[config.mk]
export PLATFORM = sky130hd
export DESIGN_NAME = pipeline_cpu_control_unit
export DESIGN_NICKNAME = d
export VERILOG_FILES = /design/src/pcu_pkg.sv /design/src/pcu_decode.sv /design/src/pcu_ctrl.sv /design/src/pipeline_cpu_control_unit.sv
export VERILOG_INCLUDE_DIRS = /design/src /design/src/src
export SDC_FILE = /design/constraint.sdc
export NUM_CORES = 1
export LEC_CHECK = 0
export BUFFER_PORTS_ARGS = -buffer_cell sky130_fd_sc_hd__buf_2
export CAP_MARGIN = 40
export CORE_UTILIZATION = 55
export CTS_CLUSTER_DIAMETER = 150
export DETAILED_ROUTE_END_ITERATION = 10
export PLACE_DENSITY = 0.82
export SYNTH_ARGS = -nofsm -noshare
export SYNTH_HDL_FRONTEND = slang
export SYNTH_SLANG_ARGS = --single-unit
[constraint.sdc]
create_clock -name clk -period 6.46 [get_ports clk]
set_input_delay 1.292 -clock clk [delete_from_list [all_inputs] [get_ports clk]]
set_output_delay 1.292 -clock clk [all_outputs]
set_load 0.005 [all_outputs]
[src/pipeline_cpu_control_unit_assert.svh]
// assertion macros for the decode control block
// used by pipeline_cpu_control_unit.sv, needs no other file
`ifndef PIPELINE_CPU_CONTROL_UNIT_ASSERT_SVH
`define PIPELINE_CPU_CONTROL_UNIT_ASSERT_SVH

// same-cycle implication, checked outside reset
`define PCU_ASSERT_IMP(name, ck, rstn, ante, cons, msg) \
    name: assert property (@(posedge ck) disable iff (!(rstn)) (ante) |-> (cons)) \
        else $error(msg);

// next-cycle implication, checked outside reset
`define PCU_ASSERT_NXT(name, ck, rstn, ante, cons, msg) \
    name: assert property (@(posedge ck) disable iff (!(rstn)) (ante) |=> (cons)) \
        else $error(msg);

`endif

[src/pcu_pkg.sv]
// shared types and constants of the decode control block
// no dependencies
`default_nettype none

package pcu_pkg;

    localparam int REG_W = 5;
    localparam int OP_W  = 6;
    localparam int NUM_OPS = 16;

    typedef enum logic [3:0] {
        OP_AND    = 4'd0,
        OP_ANDI   = 4'd1,
        OP_OR     = 4'd2,
        OP_ORI    = 4'd3,
        OP_ADD    = 4'd4,
        OP_ADDI   = 4'd5,
        OP_SUB    = 4'd6,
        OP_SUBI   = 4'd7,
        OP_LOAD   = 4'd8,
        OP_STORE  = 4'd9,
        OP_BNE    = 4'd10,
        OP_BEQ    = 4'd11,
        OP_BRANCH = 4'd12,
        OP_SLL    = 4'd13,
        OP_SRL    = 4'd14,
        OP_SRA    = 4'd15
    } opcode_e;

    // operand select codes
    localparam logic [1:0] FWD_REG = 2'd0;
    localparam logic [1:0] FWD_IMM = 2'd1;
    localparam logic [1:0] FWD_EX  = 2'd2;
    localparam logic [1:0] FWD_MEM = 2'd3;

    // one flag per instruction class, at most one set
    typedef struct packed {
        logic i_and;
        logic i_andi;
        logic i_or;
        logic i_ori;
        logic i_add;
        logic i_addi;
        logic i_sub;
        logic i_subi;
        logic i_load;
        logic i_store;
        logic i_bne;
        logic i_beq;
        logic i_br;
        logic i_sll;
        logic i_srl;
        logic i_sra;
    } class_t;

    typedef struct packed {
        logic             is_store;
        logic [REG_W-1:0] second_reg;
        logic [1:0]       fwd_a;
        logic [1:0]       fwd_b;
        logic             no_stall;
        logic [3:0]       alu_code;
        logic             sign_extend;
        logic             write_zero_flag;
        logic             write_reg;
        logic             write_mem;
        logic             mem_to_reg;
        logic             pc_select;
    } result_t;

endpackage

`default_nettype wire

[src/pcu_decode.sv]
// opcode decoder: instruction classes from opcode and word-valid flag
// depends on pcu_pkg
`default_nettype none

module pcu_decode (
    input  wire logic [pcu_pkg::OP_W-1:0] opcode,
    input  wire logic                     inst_valid,
    output pcu_pkg::class_t               cls
);

    logic [pcu_pkg::NUM_OPS-1:0] hot;

    // undefined opcodes and empty words decode to no class
    always_comb
    begin
        hot = '0;
        if (inst_valid && (opcode[pcu_pkg::OP_W-1:4] == '0))
        begin
            hot[opcode[3:0]] = 1'b1;
        end
    end

    assign cls.i_and   = hot[pcu_pkg::OP_AND];
    assign cls.i_andi  = hot[pcu_pkg::OP_ANDI];
    assign cls.i_or    = hot[pcu_pkg::OP_OR];
    assign cls.i_ori   = hot[pcu_pkg::OP_ORI];
    assign cls.i_add   = hot[pcu_pkg::OP_ADD];
    assign cls.i_addi  = hot[pcu_pkg::OP_ADDI];
    assign cls.i_sub   = hot[pcu_pkg::OP_SUB];
    assign cls.i_subi  = hot[pcu_pkg::OP_SUBI];
    assign cls.i_load  = hot[pcu_pkg::OP_LOAD];
    assign cls.i_store = hot[pcu_pkg::OP_STORE];
    assign cls.i_bne   = hot[pcu_pkg::OP_BNE];
    assign cls.i_beq   = hot[pcu_pkg::OP_BEQ];
    assign cls.i_br    = hot[pcu_pkg::OP_BRANCH];
    assign cls.i_sll   = hot[pcu_pkg::OP_SLL];
    assign cls.i_srl   = hot[pcu_pkg::OP_SRL];
    assign cls.i_sra   = hot[pcu_pkg::OP_SRA];

endmodule

`default_nettype wire

[src/pcu_ctrl.sv]
// forwarding, hazard detection and control signal generation
// depends on pcu_pkg
`default_nettype none

module pcu_ctrl (
    input  wire pcu_pkg::class_t            cls,
    input  wire logic [pcu_pkg::REG_W-1:0]  src1_reg,
    input  wire logic [pcu_pkg::REG_W-1:0]  dest_reg,
    input  wire logic [pcu_pkg::REG_W-1:0]  src2_reg,
    input  wire logic [pcu_pkg::REG_W-1:0]  ex_dest,
    input  wire logic                       ex_writes_reg,
    input  wire logic                       ex_is_load,
    input  wire logic                       mem_zero,
    input  wire logic [pcu_pkg::REG_W-1:0]  mem_dest,
    input  wire logic                       mem_writes_reg,
    input  wire logic                       ex_pc_taken,
    output pcu_pkg::result_t                res
);

    logic [pcu_pkg::REG_W-1:0] rnb;
    logic a_reg, b_reg, a_ex, a_mem, b_ex, b_mem;
    logic hazard, nost, go, shifts;

    assign rnb = cls.i_store ? dest_reg : src2_reg;

    assign a_reg = cls.i_and | cls.i_andi | cls.i_or | cls.i_ori | cls.i_add | cls.i_addi
                 | cls.i_sub | cls.i_subi | cls.i_load | cls.i_store;
    assign b_reg = cls.i_and | cls.i_or | cls.i_add | cls.i_sub;

    // execute stage has priority over memory stage
    assign a_ex  = a_reg && ex_writes_reg && (src1_reg == ex_dest);
    assign a_mem = a_reg && !a_ex && mem_writes_reg && (src1_reg == mem_dest);
    assign b_ex  = b_reg && ex_writes_reg && (rnb == ex_dest);
    assign b_mem = b_reg && !b_ex && mem_writes_reg && (rnb == mem_dest);

    // load-use and compare-branch-after-alu hazards
    assign hazard = (a_reg && (src1_reg == ex_dest) && ex_is_load)
                 || (b_reg && (rnb == ex_dest) && ex_is_load)
                 || (cls.i_store && (dest_reg == ex_dest) && ex_is_load)
                 || ((cls.i_bne | cls.i_beq) && ex_writes_reg && !ex_is_load);
    assign nost   = !hazard;
    assign go     = nost && !ex_pc_taken;
    assign shifts = cls.i_sll | cls.i_srl | cls.i_sra;

    always_comb
    begin
        res.is_store   = cls.i_store;
        res.second_reg = rnb;
        res.fwd_a      = {a_ex | a_mem, a_mem};
        res.fwd_b      = {b_ex | b_mem, !b_reg | b_mem};
        res.no_stall   = nost;
        res.alu_code   = {cls.i_load | cls.i_store | shifts | cls.i_bne | cls.i_beq,
                          cls.i_add | cls.i_addi | cls.i_sub | cls.i_subi | shifts,
                          cls.i_sra,
                          cls.i_or | cls.i_ori | cls.i_sub | cls.i_subi | cls.i_store
                              | cls.i_srl | cls.i_sra};
        res.sign_extend = cls.i_andi | cls.i_ori | cls.i_addi | cls.i_subi
                        | cls.i_load | cls.i_store;
        res.write_zero_flag = go && (cls.i_andi | cls.i_ori | cls.i_addi | cls.i_subi
                            | cls.i_and | cls.i_or | cls.i_add | cls.i_sub | shifts);
        res.write_reg = go && (cls.i_add | cls.i_sub | cls.i_and | cls.i_or | shifts
                      | cls.i_addi | cls.i_andi | cls.i_subi | cls.i_ori | cls.i_load);
        res.write_mem  = go && cls.i_store;
        res.mem_to_reg = nost && cls.i_load;
        res.pc_select  = (mem_zero && cls.i_beq) || (!mem_zero && cls.i_bne) || cls.i_br;
    end

endmodule

`default_nettype wire

[src/pipeline_cpu_control_unit.sv]
// top level of the decode control block: input register, decode, output register
// depends on pcu_pkg, pcu_decode, pcu_ctrl, pipeline_cpu_control_unit_assert.svh
//
//   channel | handshake                   | payload
//   --------+-----------------------------+------------------------------------------
//   in      | in_valid / in_stall         | opcode .. ex_pc_taken (decode request)
//   out     | out_valid / out_stall       | is_store .. pc_select (control word)
//
// two register stages: an accepted request goes through the input register, then the
// result register; one request is taken every cycle while out is not stalled
// rst_n clears only the two valid flags, payload registers are not reset
// out_stall holds the result register; the input register drains into it
// whenever it is free, so in_stall rises only when both registers are full
`default_nettype none
`include "pipeline_cpu_control_unit_assert.svh"

module pipeline_cpu_control_unit (
    input  wire logic                      clk,
    input  wire logic                      rst_n,

    input  wire logic                      in_valid,
    output logic                           in_stall,
    input  wire logic [pcu_pkg::OP_W-1:0]  opcode,
    input  wire logic                      inst_valid,
    input  wire logic [pcu_pkg::REG_W-1:0] src1_reg,
    input  wire logic [pcu_pkg::REG_W-1:0] dest_reg,
    input  wire logic [pcu_pkg::REG_W-1:0] src2_reg,
    input  wire logic [pcu_pkg::REG_W-1:0] ex_dest,
    input  wire logic                      ex_writes_reg,
    input  wire logic                      ex_is_load,
    input  wire logic                      mem_zero,
    input  wire logic [pcu_pkg::REG_W-1:0] mem_dest,
    input  wire logic                      mem_writes_reg,
    input  wire logic                      ex_pc_taken,

    output logic                           out_valid,
    input  wire logic                      out_stall,
    output logic                           is_store,
    output logic [pcu_pkg::REG_W-1:0]      second_reg,
    output logic [1:0]                     fwd_a,
    output logic [1:0]                     fwd_b,
    output logic                           no_stall,
    output logic [3:0]                     alu_code,
    output logic                           sign_extend,
    output logic                           write_zero_flag,
    output logic                           write_reg,
    output logic                           write_mem,
    output logic                           mem_to_reg,
    output logic                           pc_select
);

    // captured request fields
    typedef struct packed {
        logic [pcu_pkg::OP_W-1:0]  opcode;
        logic                      inst_valid;
        logic [pcu_pkg::REG_W-1:0] src1_reg;
        logic [pcu_pkg::REG_W-1:0] dest_reg;
        logic [pcu_pkg::REG_W-1:0] src2_reg;
        logic [pcu_pkg::REG_W-1:0] ex_dest;
        logic                      ex_writes_reg;
        logic                      ex_is_load;
        logic                      mem_zero;
        logic [pcu_pkg::REG_W-1:0] mem_dest;
        logic                      mem_writes_reg;
        logic                      ex_pc_taken;
    } req_t;

    logic             s1_valid_reg, s1_valid_next;
    req_t             s1_reg;
    logic             out_valid_reg, out_valid_next;
    pcu_pkg::result_t out_reg;

    logic             s1_load, s2_load;
    pcu_pkg::class_t  cls;
    pcu_pkg::result_t res;

    // handshake: result register loads when empty or being drained
    assign s2_load  = s1_valid_reg && (!out_valid_reg || !out_stall);
    assign in_stall = s1_valid_reg && out_valid_reg && out_stall;
    assign s1_load  = in_valid && !in_stall;

    assign s1_valid_next  = s1_load || (s1_valid_reg && !s2_load);
    assign out_valid_next = s2_load || (out_valid_reg && out_stall);

    always_ff @(posedge clk or negedge rst_n)
    begin
        if (!rst_n)
        begin
            s1_valid_reg  <= 1'b0;
            out_valid_reg <= 1'b0;
        end
        else
        begin
            s1_valid_reg  <= s1_valid_next;
            out_valid_reg <= out_valid_next;
        end
    end

    // payload registers, no reset
    always_ff @(posedge clk)
    begin
        if (s1_load)
        begin
            s1_reg <= '{opcode, inst_valid, src1_reg, dest_reg, src2_reg, ex_dest,
                        ex_writes_reg, ex_is_load, mem_zero, mem_dest,
                        mem_writes_reg, ex_pc_taken};
        end
        if (s2_load)
        begin
            out_reg <= res;
        end
    end

    // decode and control between the two registers
    pcu_decode u_decode (
        .opcode     (s1_reg.opcode),
        .inst_valid (s1_reg.inst_valid),
        .cls        (cls)
    );

    pcu_ctrl u_ctrl (
        .cls            (cls),
        .src1_reg       (s1_reg.src1_reg),
        .dest_reg       (s1_reg.dest_reg),
        .src2_reg       (s1_reg.src2_reg),
        .ex_dest        (s1_reg.ex_dest),
        .ex_writes_reg  (s1_reg.ex_writes_reg),
        .ex_is_load     (s1_reg.ex_is_load),
        .mem_zero       (s1_reg.mem_zero),
        .mem_dest       (s1_reg.mem_dest),
        .mem_writes_reg (s1_reg.mem_writes_reg),
        .ex_pc_taken    (s1_reg.ex_pc_taken),
        .res            (res)
    );

    assign out_valid       = out_valid_reg;
    assign is_store        = out_reg.is_store;
    assign second_reg      = out_reg.second_reg;
    assign fwd_a           = out_reg.fwd_a;
    assign fwd_b           = out_reg.fwd_b;
    assign no_stall        = out_reg.no_stall;
    assign alu_code        = out_reg.alu_code;
    assign sign_extend     = out_reg.sign_extend;
    assign write_zero_flag = out_reg.write_zero_flag;
    assign write_reg       = out_reg.write_reg;
    assign write_mem       = out_reg.write_mem;
    assign mem_to_reg      = out_reg.mem_to_reg;
    assign pc_select       = out_reg.pc_select;

    // accepted request lands in the input register
    `PCU_ASSERT_NXT(a_accept_fills_s1, clk, rst_n, s1_load, s1_valid_reg, "request lost at input")
    // input register moving forward always produces a valid result
    `PCU_ASSERT_NXT(a_s1_fills_out, clk, rst_n, s2_load, out_valid_reg, "request lost at output")
    // gated write enables only without a hazard
    `PCU_ASSERT_IMP(a_writes_need_no_hazard, clk, rst_n,
        out_valid_reg && (out_reg.write_reg || out_reg.write_mem || out_reg.write_zero_flag),
        out_reg.no_stall, "write enable raised during hazard")
    // memory write only for a store
    `PCU_ASSERT_IMP(a_wmem_is_store, clk, rst_n, out_valid_reg && out_reg.write_mem,
        out_reg.is_store, "memory write without store")

endmodule

`default_nettype wire
# Word level (Yosys, flattened, before mapping)
# Index checks and enable logic that the tools add are counted.
# word_totals
register_bits	60
latch_bits	0
ram_bits	0
rom_bits	0
word_cells	141
memories	0
# classes
n_addsub	0
multipliers	0
div_mod_pow	0
magnitude_cmp	2
n_eq_ne	5
shift	0
mux	4
bitwise_logic	51
reduce_logical	53
# ops
op	count
$or A1 B1 Y1	51
$logic_and A1 B1 Y1	33
$eq A5 B5 Y1	5
$mux W16	1
$logic_not A1 Y1	11
$logic_or A1 B1 Y1	8
$lt A4 B5 Y1 const B	1
$mux W5	1
$demux W1 S4	1
$ge A4 B1 Y1 const B	1
$logic_not A2 Y1	1
$mux W1	1

# Longest topological paths before layout
# Gate-level depths: netlist (run 1).
# depth
depth_word	22
depth_mapped	8
mapped_depth_nobuf	7

# Cells and area by module
# From an unflattened synthesis (run 1), not the netlist that was laid out.
# unflattened
cells_unflattened	180
hier_area_um2	2621.3
# modules_own_cells
module	instances	cells_per_inst	area_each_um2	seq_area_each_um2
pipeline_cpu_control_unit	1	66	1834.3	1791.7
pcu_ctrl	1	85	600.6	0.0
pcu_decode	1	29	186.4	0.0

# Least setup slack after synthesis (run 1)
# No wires, ideal clock.
# synth_timing
kind	input -> register
start	in out_stall
end	reg out_reg (netlist bit alu_code[0]), enable pin
setup_time_ps	431
arrival_time_ps	2881
required_ps	6029
path_slack_ps	3148
path_stages	1
n_path_buf	0
path_cell_list	a21boi_0
# synth_between
elab_chain_len	3
# synth_lines
item	line	rtl
from (decl)	pipeline_cpu_control_unit.sv:37	input wire logic out_stall,
$logic_not A1 Y1	pipeline_cpu_control_unit.sv:78	assign s2_load = s1_valid_reg && (!out_valid_reg || !out_stall);
$logic_or A1 B1 Y1	pipeline_cpu_control_unit.sv:78	
$logic_and A1 B1 Y1	pipeline_cpu_control_unit.sv:78	
to (signal assigned)	pipeline_cpu_control_unit.sv:110	out_reg <= res;
to (decl)	pipeline_cpu_control_unit.sv:71	pcu_pkg::result_t out_reg;
# No other way between the ends.
# A chain may end at the register's enable or synchronous reset.

# Worst setup path after layout (run 1)
# layout_timing
start	in out_stall
end	out in_stall
# layout_between
elab_chain_len	1
# layout_lines
item	line	rtl
$logic_and A1 B1 Y1	pipeline_cpu_control_unit.sv:79	assign in_stall = s1_valid_reg && out_valid_reg && out_stall;
to (decl)	pipeline_cpu_control_unit.sv:22	output logic in_stall,
# No other way between the ends.

==> impl_metrics.tcl, run 1 <==
set metrics [dict create \
    status "finished with violations" \
    violations "design-rule violations" \
    finalCriticalPeriod_ns 3.02 \
    start_util_pct 58.1 \
    yosys_warnings 0 \
    finalMaxSlewViolations 0 \
    grt_pass1_vias 1630 \
    cts.path.max_buffers 2 \
    die_h_um 70.5 \
    rsz0062_at_grt "false" \
    grt_usage_pct 20.9 \
    grt_max_degree 38 \
    dpl.hpwl_mm 3.53 \
    vias 1660 \
    route.detailed.drc 12 \
    final_nets 288 \
    synthXorXnorAreaFrac_pct 7.46 \
    syn-cell-area_mm2 0.00258 \
    drt_first_pass_iters 7 \
    cp-end-kind "output pin" \
    hold_buffers 0 \
    r2r-start "s1_reg[33]$_DFFE_PP_" \
    syn_inst 176 \
    grt_overflow 0 \
    fin_total_pwr_mw 0.805 \
    p_leak_nw 1.23 \
    synthMuxAreaShare_pct 0.388 \
    first_iter_violations 108 \
    synth_top_area_share_pct 67.4 \
    fin_hold_ws_ns 0.496 \
    critical_path_class "in -> out" \
    finalHoldViolations 0 \
    ff2ff_setup_slack_ns 4.04 \
    postRouteAntennaNets 0 \
    syn2layout_area_growth_pct 19.9 \
    maxCapViolCount 0 \
    clkSinkCount 60 \
    final_layout_size_suffix_gt1_share_pct 34.7 \
    yosys.area_share.simple_pct 11.2 \
    synth_top_area_cell "edfxtp_1" \
    largest_reg_flops 37 \
    ys_seq_elements 60 \
    rows 24 \
    post_cts_resized 0 \
    start_kind "primary input" \
    grt_pass1_wl_mm 7.39 \
    avgSynthCellArea_um2 14.7 \
    synth_nets 217 \
    io_pins 64 \
    arrival_ns 1.73 \
    drt-total-wl_mm 4.68 \
    power.density_mw_per_mm2 260 \
    cp.required_ns 5.17 \
    synth_area_leaders "edfxtp_1, xor2_1, xnor2_1" \
    routabilityCongestion 0.827 \
    tritoncts "built" \
    setup_viol 0 \
    fin_crit_sh_pct 46.8 \
    relSlewSlack_pct 69.6 \
    setup_tns_ns 0 \
    wl_per_cell_um 15.4 \
    irDropWorstVdd_v 0.000161 \
    antenna_found_initial 0 \
    min_to "out_valid$_DFF_PN0_" \
    via_per_inst 5.48 \
    clock_latency_ns 0.33 \
    clock-root-buffer "clkbuf_8" \
    fin_util_pct 69.7 \
    worst-r2r-cell-count 6 \
    min_path_type "reg -> reg" \
    post_cts_buffers 0 \
    synth_top_family_by_area "simple AND/OR/NAND/NOR gates" \
    clkTransAtPathRegs_ns 0.06 \
    worst_pin_slew_ns 0.457 \
    fmax_ghz 0.331 \
    core_mm2 0.00444 \
    synth.distinct_cells 43 \
    hp-start "s1_valid_reg$_DFF_PN0_" \
    synth_compound_area_share_pct 8.53 \
    die_width_um 70.5 \
    io_buffers 63 \
    antenna_cells 0 \
    die-area_mm2 0.00497 \
    rr_endpoint "write_mem$_DFFE_PP_" \
    ys_seq_area_share_pct 69.4 \
    synth_adder_area_share_pct 0 \
    hold_depth 1 \
    numCtsBuffers 9 \
    crit_fanout 3 \
    fin_worst_skew_ns 0.00817 \
    htree_levels 3 \
]
## worst max-delay path, cell delays in order
cell and delay (ns):
buf_2 0.12, nand3_1 0.13, inv_1 0.09, buf_2 0.11
## how the worst max path moves through the flow
stage              start                     to  slack [ns]  depth (start not counted)
2_1_floorplan  out_stall  alu_code[0]$_DFFE_PP_        3.15                          1
3_3_place_gp   out_stall               in_stall        3.50                          4
3_5_place_dp   out_stall               in_stall        3.43                          4
4_1_cts        out_stall               in_stall        3.43                          4
5_1_grt        out_stall               in_stall        3.40                          4
6_report       out_stall               in_stall        3.44                          4
## per-layer routing
metal,share of wire [%],global-route usage [%]
met5,0,0
met2,51,35.4
met1,39,22.1
met3,6.3,8.23
met4,3.4,12.2
## kinds of logic (layout without fill, tap and decap cells)
logic type | after synthesis | in the layout
AOI/OAI and AO/OA | 28 | 28
xor gates and xnor gates | 22 | 22
muxes | 1 | 1
and+or+nand+nor | 49 | 49
DFF | 60 | 60
buffers and inverters | 16 | 91
## synth_stat cells
cell and instances:
a22oi_1 1, nand4bb_1 1, mux2i_1 1, o21ai_0 4, a21boi_0 1, o21a_1 1
and3_1 3, o41ai_1 1, nor4b_1 1, o31ai_1 1, o22ai_2 1, nand4b_1 2
buf_4 2, nand3_1 5, nand2_1 12, inv_2 1, and4bb_4 1, inv_1 10
nor3b_4 1, nor4_1 3, nand4_1 3, a21oi_1 9, nor3_1 4, o21ai_1 1
xnor2_1 8, a2111oi_2 2, a21o_1 1, and2_1 1, a31o_2 1, o41ai_4 1
nor2_1 7, or2_2 1, a41oi_1 1, a211oi_1 1, xor2_1 14, o21ai_2 1
nand2b_1 2, or3b_1 1, or3b_4 1, edfxtp_1 58, buf_6 1, buf_2 2
dfrtp_1 2
## final cells by class
| type | count | area (um^2) |
|---|---|---|
| clock inverters | 5 | 20.0 |
| inverters | 11 | 41.3 |
| repair buffers | 65 | 334 |
| well taps | 52 | 65.1 |
| clock buffers | 10 | 128 |
| multi-input cells | 100 | 717 |
| fillers | 323 | 1350 |
| flip-flops and latches | 60 | 1790 |
## power breakdown
group | switching (mW) | internal, mW | total, mW
Sequential | 0.0187 | 0.458 | 0.476
Combinational | 0.0373 | 0.0343 | 0.0716
Clock | 0.127 | 0.131 | 0.257
Total | 0.183 | 0.622 | 0.805
## placed cells by master, fill, tap and decap left out, drive strengths merged, types with 6 or more instances in the layout
cell / n
buf: 65
nor2: 7
edfxtp: 58
o21ai: 6
inv: 11
a21oi: 9
nand2: 12
xnor2: 8
clkbuf: 10
xor2: 14
## through the flow
stage / cell area, um^2 / worst slack, ns / cells
after global placement: 2940 / 3.50 / 287
final: 3100 / 3.44 / 303
after floorplan: 2580 / 3.15 / 176
after detailed placement: 2950 / 3.43 / 288
after CTS: 3100 / 3.43 / 303
after global routing: 3100 / 3.40 / 303
Note: power is estimated with default switching activity, not from simulation.
==> run 2, diff against run 1 <==
Settings changed: CORE_UTILIZATION 55 to 52, PLACE_DENSITY 0.82 to 0.78.
Clock period 6.46 ns to 3.05 ns, I/O delays scaled along.
==> run 2 against run 1 <==
The run now ends clean. Sequential power up 110%. Register-to-register slack worse by 3.4 ns. Sequential share of layout area down 0.35 points.
==> impl_metrics.tcl, run 2 (synthesized netlist as in run 1, its figures left out) <==
set metrics [dict create \
    status "finished, final reports clean" \
    finalCriticalPeriod_ns 2.40 \
    min_path_type "in -> async" \
    relSlewSlack_pct 67.7 \
    numCtsBuffers 9 \
    die_width_um 72.5 \
    post_cts_buffers 0 \
    vias 1593 \
    via_per_inst 4.99 \
    die_h_um 72.5 \
    routabilityCongestion 0.834 \
    finalMaxSlewViolations 0 \
    cp.required_ns 3.11 \
    grt_overflow 0 \
    finalHoldViolations 0 \
    io_buffers 63 \
    start_util_pct 54.3 \
    tritoncts "built" \
    critPathLaunch "s1_reg[33]$_DFFE_PP_" \
    fmax_ghz 0.416 \
    htree_levels 3 \
    wl_met3_um 299 \
    route.met2.wl_mm 2.12 \
    clock-root-buffer "clkbuf_8" \
    grt_pass1_wl_mm 6.98 \
    worst-r2r-cell-count 6 \
    postRouteAntennaNets 0 \
    arrival_ns 2.46 \
    final_nets 288 \
    route.detailed.drc 0 \
    io_pins 64 \
    irDropWorstVdd_v 0.000388 \
    core_mm2 0.00475 \
    grt_pass1_vias 1511 \
    setup_viol 0 \
    fin_cells 319 \
    r2r-start "s1_reg[33]$_DFFE_PP_" \
    first_iter_violations 155 \
    clock_latency_ns 0.33 \
    hold_buffers 0 \
    rows 25 \
    antenna_found_initial 0 \
    setup_tns_ns 0 \
    p_leak_nw 1.23 \
    clkSinkCount 60 \
    antenna_cells 0 \
    post_cts_resized 0 \
    wl_per_cell_um 13.9 \
    top_layer_used "met4" \
    final_cell_mix "buf_2, edfxtp_1, xor2_1" \
    die-area_mm2 0.00525 \
    cp-end-kind "register" \
    drt_first_pass_iters 4 \
    crit_end "mem_to_reg$_DFFE_PP_" \
    ff2ff_setup_slack_ns 0.65 \
    clkTransAtPathRegs_ns 0.06 \
    dpl.hpwl_mm 3.23 \
    grt_usage_pct 18.9 \
    rr_endpoint "mem_to_reg$_DFFE_PP_" \
    worst_pin_slew_ns 0.479 \
    syn2layout_area_growth_pct 20.6 \
    grt_max_degree 38 \
    final_layout_size_suffix_gt1_share_pct 34.5 \
    layout_commonest_cell "buf_2" \
    drt-total-wl_mm 4.44 \
    fin_worst_skew_ns 0.00640 \
    critical_path_class "reg -> reg" \
    crit_fanout 13 \
    maxCapViolCount 0 \
    dp_cells 303 \
    wl_met1_mm 1.96 \
    rsz0062_at_grt "false" \
    start_kind "register" \
    largest_reg_flops 37 \
    fin_crit_sh_pct 78.8 \
    cts.path.max_buffers 2 \
    power.density_mw_per_mm2 551 \
]
## run 2: cell types whose count changed in the layout (fill, tap and decap cells not counted)
cell / previous run / this run
buf_4: 1 / 2
buf_6: 1 / 0
clkbuf_1: 1 / 3
clkinv_1: 4 / 3
## run 2: worst min path at each step
stage	start	to	slack, ns	cells past startpoint
3_3_place_gp	rst_n	out_valid$_DFF_PN0_	0.40	1
5_1_grt	rst_n	s1_valid_reg$_DFF_PN0_	0.03	1
6_report	rst_n	s1_valid_reg$_DFF_PN0_	0.06	1
3_5_place_dp	rst_n	s1_valid_reg$_DFF_PN0_	0.40	1
2_1_floorplan	rst_n	out_valid$_DFF_PN0_	0.31	0
4_1_cts	rst_n	s1_valid_reg$_DFF_PN0_	0.04	1
## run 2: per-stage QoR
| step | cell area, um^2 | setup WS, ns | util (%) | power [mW] | hold slack [ns] |
|---|---|---|---|---|---|
| finish | 3120 | 0.645 | 65.5 | 1.72 | 0.0550 |
| detailed placement | 2960 | 0.670 | 62.3 | 1.18 | 0.397 |
| floorplan | 2580 | 0.420 | - | 1.11 | 0.314 |
| global route | 3120 | 0.495 | 65.5 | 1.79 | 0.0340 |
| global placement | 2960 | 0.715 | 62.3 | 1.17 | 0.396 |
| CTS | 3120 | 0.660 | 65.5 | 1.74 | 0.0359 |
## run 2: power by group
part / total (mW) / switching [mW] / internal (mW) / leakage [nW]
clock: 0.560 / 0.275 / 0.286 / 0.0769
combinational: 0.148 / 0.0763 / 0.0717 / 0.572
sequential: 1.01 / 0.0392 / 0.969 / 0.582
## run 2: cell type report
class                      instances  area [um^2]
fill                             378         1640
clock inverter                     4         16.3
tap                               67         83.8
timing repair buffer              65          330
sequential                        60         1790
multi-input combinational        100          717
inverter                          11         41.3
clock buffer                      12          135
## run 2: critical path, cell delays in order (launching register included)
cell and delay, ns:
edfxtp_1 0.58, or3b_4 0.45, o21ai_1 0.19, and3_1 0.20
o22ai_2 0.09, o41ai_4 0.52, nor4b_1 0.10
## run 2: routing by layer
| metal | up-vias | global-route usage, % |
|---|---|---|
| li1 | 803 | - |
| met1 | 713 | 23.4 |
| met2 | 71 | 29.4 |
| met3 | 6 | 7.78 |
| met4 | 0 | 8.50 |
| met5 | - | 0 |
==> run 3, diff against run 2 <==
Settings changed: CORE_UTILIZATION 52 to 47, PLACE_DENSITY 0.78 to 0.75.
Clock period 3.05 ns to 1.95 ns, I/O delays scaled along.
==> run 3 against run 2 <==
The flow now finishes with violations (negative setup slack). Clock-buffer cell count is the same. Die area grew 10%. Sequential power grew 55%. Routed wire length grew 9.6%. Core utilization grew 0.96 points. Clock skew grew 0.0013 ns. Global-route usage shrank 1.1 points. Via count grew 7.8%. Maximum frequency grew 11%. Flip-flop and latch count is the same. Largest power group unchanged.
==> impl_metrics.tcl, run 3 (synthesized netlist as in run 1, its figures left out) <==
set metrics [dict create \
    final_layout_size_suffix_gt1_share_pct 45.5 \
    finalMaxSlewViolations 0 \
    setup_viol 7 \
    finalHoldViolations 0 \
    vias 1717 \
    cts.path.max_buffers 2 \
    fin_worst_skew_ns 0.00773 \
    io_pins 64 \
    pre_cts_slack_ns -0.236 \
    cp.required_ns 2.02 \
    irDropWorstVdd_v 0.000554 \
    routabilityCongestion 0.853 \
    arrival_ns 2.24 \
    grt_pass1_wl_mm 7.60 \
    start_util_pct 49.6 \
    htree_levels 3 \
    min_path_type "in -> reg" \
    rsz0062_at_grt "true" \
    cp-end-kind "register" \
    multi_input_area_um2 837 \
    route.detailed.drc 0 \
    largest_reg_flops 37 \
    syn2layout_area_growth_pct 34.0 \
    setup_ws_ns -0.217 \
    crit_fanout 4 \
    critical_path_class "reg -> reg" \
    rows 26 \
    grt_max_degree 38 \
    p_leak_nw 1.38 \
    maxCapViolCount 0 \
    start_kind "register" \
    die-area_mm2 0.00580 \
    antenna_cells 0 \
    fin_crit_sh_pct 111 \
    clock-root-buffer "clkbuf_8" \
    finalCriticalPeriod_ns 2.17 \
    relSlewSlack_pct 73.7 \
    first_iter_violations 121 \
    fmax_ghz 0.462 \
    violations "negative setup slack" \
    worst_pin_slew_ns 0.390 \
    die_h_um 76.1 \
    antenna_found_initial 0 \
    postRouteAntennaNets 0 \
    grt_usage_pct 17.8 \
    layout_commonest_cell "buf_2" \
    dpl.hpwl_mm 3.33 \
    worst-r2r-cell-count 7 \
    power.density_mw_per_mm2 830 \
    via_per_inst 4.98 \
    drt-total-wl_mm 4.86 \
    wl_per_cell_um 14.1 \
    final_nets 312 \
    core_mm2 0.00520 \
    clkTransAtPathRegs_ns 0.06 \
    status "finished with violations" \
    final_cell_mix "buf_2, edfxtp_1, buf_4" \
    clkSinkCount 60 \
    io_buffers 63 \
    grt_overflow 0 \
    nFillCells 390 \
    hold_depth 1 \
    clock_latency_ns 0.33 \
    die_width_um 76.1 \
    tritoncts "built" \
    fin_hold_ws_ns 0.234 \
    drt_first_pass_iters 4 \
    numCtsBuffers 9 \
    grt_pass1_vias 1663 \
    seq_area_mm2 0.00179 \
]
-- run 3: cell types whose count changed in the layout (fill, tap and decap cells not counted), sizes merged --
cell and change:
buf +23, clkinv -2, bufinv +1, dlygate4sd3 +1
-- run 3: worst paths after layout --
kind / slack (ns) / endpoint / startpoint
worst max-delay path: -0.22 / fwd_b[0]$_DFFE_PP_ / s1_reg[32]$_DFFE_PP_
worst min-delay path: 0.23 / s1_reg[12]$_DFFE_PP_ / ex_dest[2]
worst max register to register: -0.22 / fwd_b[0]$_DFFE_PP_ / s1_reg[32]$_DFFE_PP_
worst min register to register: 0.49 / out_valid$_DFF_PN0_ / s1_valid_reg$_DFF_PN0_
max in group asynchronous: 1.44 / s1_valid_reg$_DFF_PN0_ / rst_n
min in group asynchronous: 0.41 / out_valid$_DFF_PN0_ / rst_n
-- run 3: final cells by class --
type                       instances  area share [%]
sequential                        60            51.8
multi-input combinational        100            24.2
timing repair buffer              89            15.3
clock buffer                      12            3.90
tap                               70            2.53
inverter                          11            1.19
clock inverter                     3            1.12
-- run 3: layer usage --
metal / GRT usage, % / vias up / share of wire [%]
li1: - / 845 / -
met1: 20.9 / 798 / 41
met2: 29.6 / 64 / 51
met3: 6.59 / 10 / 6.1
met4: 7.50 / 0 / 1.7
met5: 0 / - / 0
-- run 3: what timing repair did --
item	in CTS	in global routing
endpoints found under the hold margin	2	0
endpoints found under the setup margin	7	7
hold buffers	1	0
gates resized for setup	6	14
pin swaps	5	12
setup buffers	5	2
-- run 3: per-stage QoR --
step | util [%] | instances | TNS (ns) | total power, mW | area, um^2
2_1_floorplan | - | 176 | -0.477 | 1.73 | 2600
3_3_place_gp | 59.8 | 322 | -0.860 | 1.86 | 3110
4_1_cts | 64.7 | 343 | -1.27 | 2.87 | 3370
3_5_place_dp | 59.8 | 322 | -1.27 | 1.87 | 3110
5_1_grt | 66.5 | 345 | -1.78 | 2.99 | 3460
6_report | 66.5 | 345 | -1.29 | 2.87 | 3460
-- run 3: report_power, final --
part,internal [mW],total (mW),switching (mW),leakage (nW)
sequential,1.52,1.57,0.0530,0.582
combinational,0.155,0.311,0.156,0.711
clock,0.577,0.993,0.415,0.0879
-- run 3: critical path: stages, from the launching register on --
cell and delay [ns]:
edfxtp_1 0.46, or3b_4 0.47, o21ai_4 0.20, and3_4 0.22, o22ai_4 0.08, buf_4 0.14
nor4_2 0.22, o21ai_1 0.11
